$ cat src/rtl/core/vurb_pkg.sv
// Shared types and constants of the UART register block.
package vurb_pkg;

    localparam int RX_DEPTH = 4096;
    localparam int RX_AW    = $clog2(RX_DEPTH);
    localparam int FILL_W   = RX_AW + 1;

    localparam logic [3:0] RXCNT_MAX = 4'd15;

    localparam logic [11:0] OFF_CONTROL = 12'h004;
    localparam logic [11:0] OFF_STATUS  = 12'h010;
    localparam logic [11:0] OFF_FSTATUS = 12'h018;
    localparam logic [11:0] OFF_TX      = 12'h020;
    localparam logic [11:0] OFF_RX      = 12'h024;

    localparam logic [1:0] CT_MODE_IRQ = 2'd1;
    localparam int CT_RXTO_ENA_BIT = 9;
    localparam int CT_TXTH_ENA_BIT = 13;
    localparam int ST_TXTH_BIT     = 5;
    localparam int ST_RXTO_BIT     = 9;

    typedef enum logic [1:0] {
        MODE_READ   = 2'd0,
        MODE_WRITE  = 2'd1,
        MODE_INJECT = 2'd2,
        MODE_POLL   = 2'd3
    } mode_t;

    // Commands from controller to datapath.
    typedef struct packed {
        logic load;     // capture the item
        logic exec;     // run the item
        logic finish;   // deliver popped receive byte
    } cmd_t;

    // Status from datapath to controller.
    typedef struct packed {
        logic pop_hit;  // item pops a byte from the ring
    } stat_t;

endpackage

$ cat src/rtl/core/vurb_ctrl.sv
// Sequencing state machine of the UART register block.
module vurb_ctrl
    import vurb_pkg::*;
(
    input  logic  clk,
    input  logic  rst_n,
    input  logic  start,
    input  stat_t stat,
    output cmd_t  cmd,
    output logic  busy
);

    typedef enum logic [2:0] {
        S_IDLE = 3'b001,
        S_EXEC = 3'b010,
        S_POP  = 3'b100
    } state_t;

    state_t state_reg, state_next;

    always_comb
    begin
        state_next = state_reg;
        cmd        = '0;
        unique case (state_reg)
            S_IDLE:
            begin
                if (start)
                begin
                    cmd.load   = 1'b1;
                    state_next = S_EXEC;
                end
            end
            S_EXEC:
            begin
                cmd.exec   = 1'b1;
                state_next = stat.pop_hit ? S_POP : S_IDLE;
            end
            S_POP:
            begin
                cmd.finish = 1'b1;
                state_next = S_IDLE;
            end
            default:
            begin
                state_next = S_IDLE;
            end
        endcase
    end

    always_ff @(posedge clk or negedge rst_n)
    begin
        if (!rst_n)
        begin
            state_reg <= S_IDLE;
        end
        else
        begin
            state_reg <= state_next;
        end
    end

    assign busy = (state_reg != S_IDLE);

endmodule

$ cat config.mk
export PLATFORM = sky130hd
export DESIGN_NAME = vurb_ctrl
export DESIGN_NICKNAME = d
export VERILOG_FILES = /design/src/rtl/core/vurb_pkg.sv /design/src/rtl/core/vurb_ctrl.sv
export SDC_FILE = /design/constraint.sdc
export NUM_CORES = 1
export LEC_CHECK = 0
export ABC_AREA = 1
export BUFFER_PORTS_ARGS = -buffer_cell sky130_fd_sc_hd__clkbuf_2
export CORE_AREA = 5 5 42 44
export CTS_BUF_LIST = sky130_fd_sc_hd__clkbuf_4 sky130_fd_sc_hd__clkbuf_8 sky130_fd_sc_hd__clkbuf_16
export DETAILED_ROUTE_END_ITERATION = 7
export DIE_AREA = 0 0 47 49
export GPL_TIMING_DRIVEN = 0
export PLACE_DENSITY = 0.3
export SLEW_MARGIN = 20
export SYNTH_ARGS = -nofsm -noshare
export SYNTH_HDL_FRONTEND = slang
export SYNTH_SLANG_ARGS = --single-unit
$ cat constraint.sdc
create_clock -name clk -period 1.4 [get_ports clk]
set_input_delay 0.07 -clock clk [delete_from_list [all_inputs] [get_ports clk]]
set_output_delay 0.07 -clock clk [all_outputs]
set_load 0.1 [all_outputs]
==> results of run 1 <==
## cells by family after synthesis
kind of cell | count (synthesis) | synth area share [%]
buffers and inverters | 7 | 18.4
flip-flops | 3 | 53.5
AND/OR/NAND/NOR | 7 | 28.1
## synthesized netlist by cell type, drive strengths merged
cell / count / area, µm²
dfrtp: 2 / 50.1
dfstp: 1 / 26.3
inv: 7 / 26.3
nand2: 2 / 7.51
nand3: 2 / 15.0
nand4: 1 / 6.26
nor2: 1 / 6.26
nor3: 1 / 5.00
## layer usage
| layer | track usage (%) | wire length (µm) |
|---|---|---|
| met1 | 4.21 | 165 |
| met2 | 4.52 | 144 |
| met3 | 1.85 | 57 |
| met4 | 6.91 | 0 |
| met5 | 0 | 0 |
## timing repair
item                       CTS  global route
hold buffers                 1             0
setup endpoints to repair    3             0
hold endpoints to repair     3             0
gates resized for setup      4             0
buffers inserted             0             0
## worst min-delay path: stages
cell      delay, ns
clkbuf_2       0.09
nand3_2        0.09
inv_1          0.04
## path summary, 6_finish.rpt
check	startpoint	endpoint	slack, ns
max in group asynchronous	rst_n	state_reg[0]	1.04
hold reg to reg	state_reg[0]	state_reg[1]	0.58
setup / recovery	state_reg[0]	cmd[2]	0.07
min in group asynchronous	rst_n	state_reg[1]	0.16
hold / removal	start	state_reg[1]	0.1
setup reg to reg	state_reg[0]	state_reg[2]	0.48
## report_power, final
group          switching (mW)  internal, mW
combinational           0.164        0.0396
clock                  0.0449         0.126
sequential             0.0221         0.105
## layout make-up
class                           instances  area [µm²]
Multi-Input combinational cell          7        51.3
Clock buffer                            4        30.0
Inverter                                7        26.3
Tap cell                               16        20.0
Timing Repair Buffer                    8        58.8
Fill cell                             164        1140
Sequential cell                         3        76.3
==> results.toml, run 1 <==
[floorplanning]
rows = 14
die-height_um = 49
fp.dieW_um = 47
core_mm2 = 0.00140
dieArea_mm2 = 0.00230
ioPinCount = 8
start_util_pct = 10.2

[route]
routedWlPerCell_um = 8.16
drc = 0
vias_per_cell = 3.16
antenna_left = 0
vias = 142
finalWirelength_um = 367
drtIter0Drc = 2
dr.pass1.iters = 2

[sta]
rsz0062_at_grt = "false"
layout_worst_path_cycle_share_pct = 95.2
layout_min_cycle_time_ns = 1.33
drv_slew = 0
fmax_ghz = 0.751
finalSetupViolCount = 0
finClkSkew_ns = 0.00376
whs_ns = 0.0969
hold_violations = 0
tns_ns = 0
fin_ws_ns = 0.0678
slew_headroom_pct = 64.3
tightestPinTransition_ns = 0.538

[cells_and_area]
final_area_um2 = 263
largest_reg_flops = 3
area_growth_pct = 84.2
num-nets-final = 34
final_cells = 45
post-route-util_pct = 18.8
final_cell_mix = "6 x inv_1, 6 x clkbuf_4, 4 x clkbuf_2"
n_antenna_cell = 0
drive_gt1_share_pct = 55.2

[flow_run]
maxCapViolCount = 0

[min_path]
worstHoldPathCells = 3
hold_path_class = "input pin to register"

[global_routing]
grt_max_degree = 5
grt_pass1_wl_um = 607
antenna_found_initial = 0
grt_use_total_pct = 4.17
overflow = 0
grt_pass1_vias = 154

[critical_path]
critPathArrivalTime_ns = 1.26
cp.depth = 3
cp-start-kind = "register"
worst_r2r_path_depth = 3
cp_cell_sequence = "nand3_2 -> inv_1 -> clkbuf_8"
path_buf_inv = 2
worstPathRequired_ns = 1.33
slowest_stage = "dfstp_2"
end_kind = "output pin"
critical-path-top-delay-family = "flip-flops"
slowest_delay_ns = 0.59
criticalPathCategory = "register to output pin"
worstPathMaxFanout = 4

[pwr]
ir_drop_v = 0.000626
power_density_mw_per_mm2 = 1910
power_uw = 502
p_leak_nw = 0.159

[placed_design]
dpl_worst_slack_ns = 0.121
placedCellCount = 40
port_buffers = 7
placed_area_um2 = 209
gp_congestion = 0.728
dp_hpwl_um = 293

[synthesis]
syn_nets = 21
synth-seq-cells = 3
postSynthAreaPerCell_um2 = 8.39
syn_area_um2 = 143
synth-seq-area-share_pct = 53.5
yosys_warnings = 0
netlist-cell-type-count = 10
syn_inst = 17

[clock_tree]
cts_buffer_depth = 2
cts_buffers = 3
ctsHtreeMaxLevel = 1
clk_latency_ns = 0.23
clk_pin_slew_ns = 0.04
cts_tree = "built"
cts.sinks = 3
ctsRootBufferMaster = "clkbuf_4"

[outcome]
status = "completed"
Power figures use the tool's default switching activity.
==> run 2: changes to the inputs <==
--- a/config.mk
+++ b/config.mk
@@ -7,12 +7,14 @@
 export LEC_CHECK = 0
 export ABC_AREA = 1
 export BUFFER_PORTS_ARGS = -buffer_cell sky130_fd_sc_hd__clkbuf_2
+export CELL_PAD_IN_SITES_DETAIL_PLACEMENT = 1
+export CELL_PAD_IN_SITES_GLOBAL_PLACEMENT = 2
 export CORE_AREA = 5 5 42 44
 export CTS_BUF_LIST = sky130_fd_sc_hd__clkbuf_4 sky130_fd_sc_hd__clkbuf_8 sky130_fd_sc_hd__clkbuf_16
 export DETAILED_ROUTE_END_ITERATION = 7
 export DIE_AREA = 0 0 47 49
 export GPL_TIMING_DRIVEN = 0
-export PLACE_DENSITY = 0.3
+export PLACE_DENSITY = 0.43
 export SLEW_MARGIN = 20
 export SYNTH_ARGS = -nofsm -noshare
 export SYNTH_HDL_FRONTEND = slang
==> run 2 against run 1 <==
Against the previous run: total power about the same; hold slack improved by 0.00094 ns; clock skew about the same; clock-buffer cell count unchanged; first-iteration DRC count increased by 50%; global-route usage increased by 0.49 points; fmax increased by 0.50%; non-clock buffer count unchanged; via count increased by 3.5%; final area unchanged; register-to-register slack improved by 0.02 ns.
==> results.toml, run 2 (synthesis gave the netlist of run 1 again) <==
[cells_and_area]
multi_input_area_um2 = 51.3
num-nets-final = 34
post-route-util_pct = 18.8
area_growth_pct = 84.2
drive_gt1_share_pct = 55.2
largest_reg_flops = 3
nFillCells = 176
final_cells = 45
n_antenna_cell = 0
final_cell_mix = "6 x inv_1, 6 x clkbuf_4, 3 x clkbuf_2"
regArea_um2 = 76.3
final_area_um2 = 263

[floorplanning]
ioPinCount = 8
fp.dieW_um = 47
start_util_pct = 10.2
core_mm2 = 0.00140
dieArea_mm2 = 0.00230
die-height_um = 49
rows = 14

[critical_path]
worstReg2RegStart = "state_reg[0]"
criticalPathCategory = "register to output pin"
worstPathMaxFanout = 4
cp_cell_sequence = "nand3_2 -> inv_1 -> clkbuf_8"
slowest_stage = "dfstp_2"
worstPathRequired_ns = 1.33
slowest_delay_ns = 0.58
worstSetupEndpoint = "cmd[2]"
worst_r2r_path_depth = 4
end_kind = "output pin"
r2r_end = "state_reg[0]"
crit_start = "state_reg[0]"
critPathArrivalTime_ns = 1.26
cp-start-kind = "register"
regToRegSetupSlack_ns = 0.50

[pwr]
power_uw = 502
power_density_mw_per_mm2 = 1910
ir_drop_v = 0.000448
p_leak_nw = 0.159

[sta]
fmax_ghz = 0.754
layout_min_cycle_time_ns = 1.33
tns_ns = 0
rsz0062_at_grt = "false"
layout_worst_path_cycle_share_pct = 94.7
finClkSkew_ns = 0.00390
fin_ws_ns = 0.0744
slew_headroom_pct = 67.8
drv_slew = 0
finalSetupViolCount = 0
whs_ns = 0.0979
hold_violations = 0
tightestPinTransition_ns = 0.486

[clock_tree]
clk_pin_slew_ns = 0.04
cts_tree = "built"
cts_buffer_depth = 2
cts_buffers = 3
cts.sinks = 3
ctsHtreeMaxLevel = 1
clk_latency_ns = 0.23
ctsRootBufferMaster = "clkbuf_4"

[route]
routedWlPerCell_um = 8.09
drtIter0Drc = 3
vias = 147
vias_per_cell = 3.27
finalWirelength_um = 364
dr.pass1.iters = 5
antenna_left = 0
drc = 0

[global_routing]
grt_use_total_pct = 4.65
grt_max_degree = 5
antenna_found_initial = 0
grt_pass1_vias = 165
grt_pass1_wl_um = 683
overflow = 0

[outcome]
status = "completed"

[placed_design]
placed_area_um2 = 209
port_buffers = 7
placedCellCount = 40
gp_congestion = 0.706
dpl_worst_slack_ns = 0.117
dp_hpwl_um = 314

[min_path]
hold_path_class = "input pin to register"
worstHoldPathCells = 3

[flow_run]
maxCapViolCount = 0
==> run 2: changes by cell type in the layout (fill, tap and decap cells not counted), sizes merged <==
| cell | previous run | this run |
|---|---|---|
| buf | 0 | 1 |
| clkbuf | 11 | 10 |
==> run 2: worst min path at each step <==
stage                from            to  slack [ns]
global route        start  state_reg[1]        0.09
detailed placement  rst_n  state_reg[2]       -0.13
floorplan           rst_n  state_reg[1]       -0.23
CTS                 start  state_reg[1]        0.09
finish              start  state_reg[1]         0.1
global placement    rst_n  state_reg[1]       -0.13
==> run 2: power breakdown <==
part | switching (mW) | internal (mW)
combinational | 0.164 | 0.0400
sequential | 0.0217 | 0.105
clock | 0.0456 | 0.126
total | 0.231 | 0.271
==> run 2: area by class of cell <==
| class | instances | share of cell area [%] |
|---|---|---|
| sequential | 3 | 29.0 |
| timing repair buffer | 8 | 22.4 |
| multi-input combinational | 7 | 19.5 |
| clock buffer | 4 | 11.4 |
| inverter | 7 | 10.0 |
| tap | 16 | 7.62 |
==> run 2: what timing repair did <==
action,CTS,global route
hold buffers,1,0
buffers inserted,0,0
gates resized for setup,4,1
setup endpoints to repair,3,1
endpoints found under the hold margin,3,0
pin swaps,0,0
==> run 2: critical path, delay by kind of cell (launching register included) <==
family	cells	cell delay (ns)
buffers and inverters	2	0.31
flip-flops	1	0.58
AND/OR/NAND/NOR	1	0.12
==> run 2: metal layers <==
metal / vias up / wire length [µm] / GRT usage [%] / part of all wire, %
met3: 0 / 72 / 3.69 / 20
met4: 0 / 0 / 5.53 / 0
met1: 65 / 152 / 5.52 / 42
met2: 10 / 139 / 4.30 / 38
li1: 72 / - / - / -
met5: - / 0 / 0 / 0
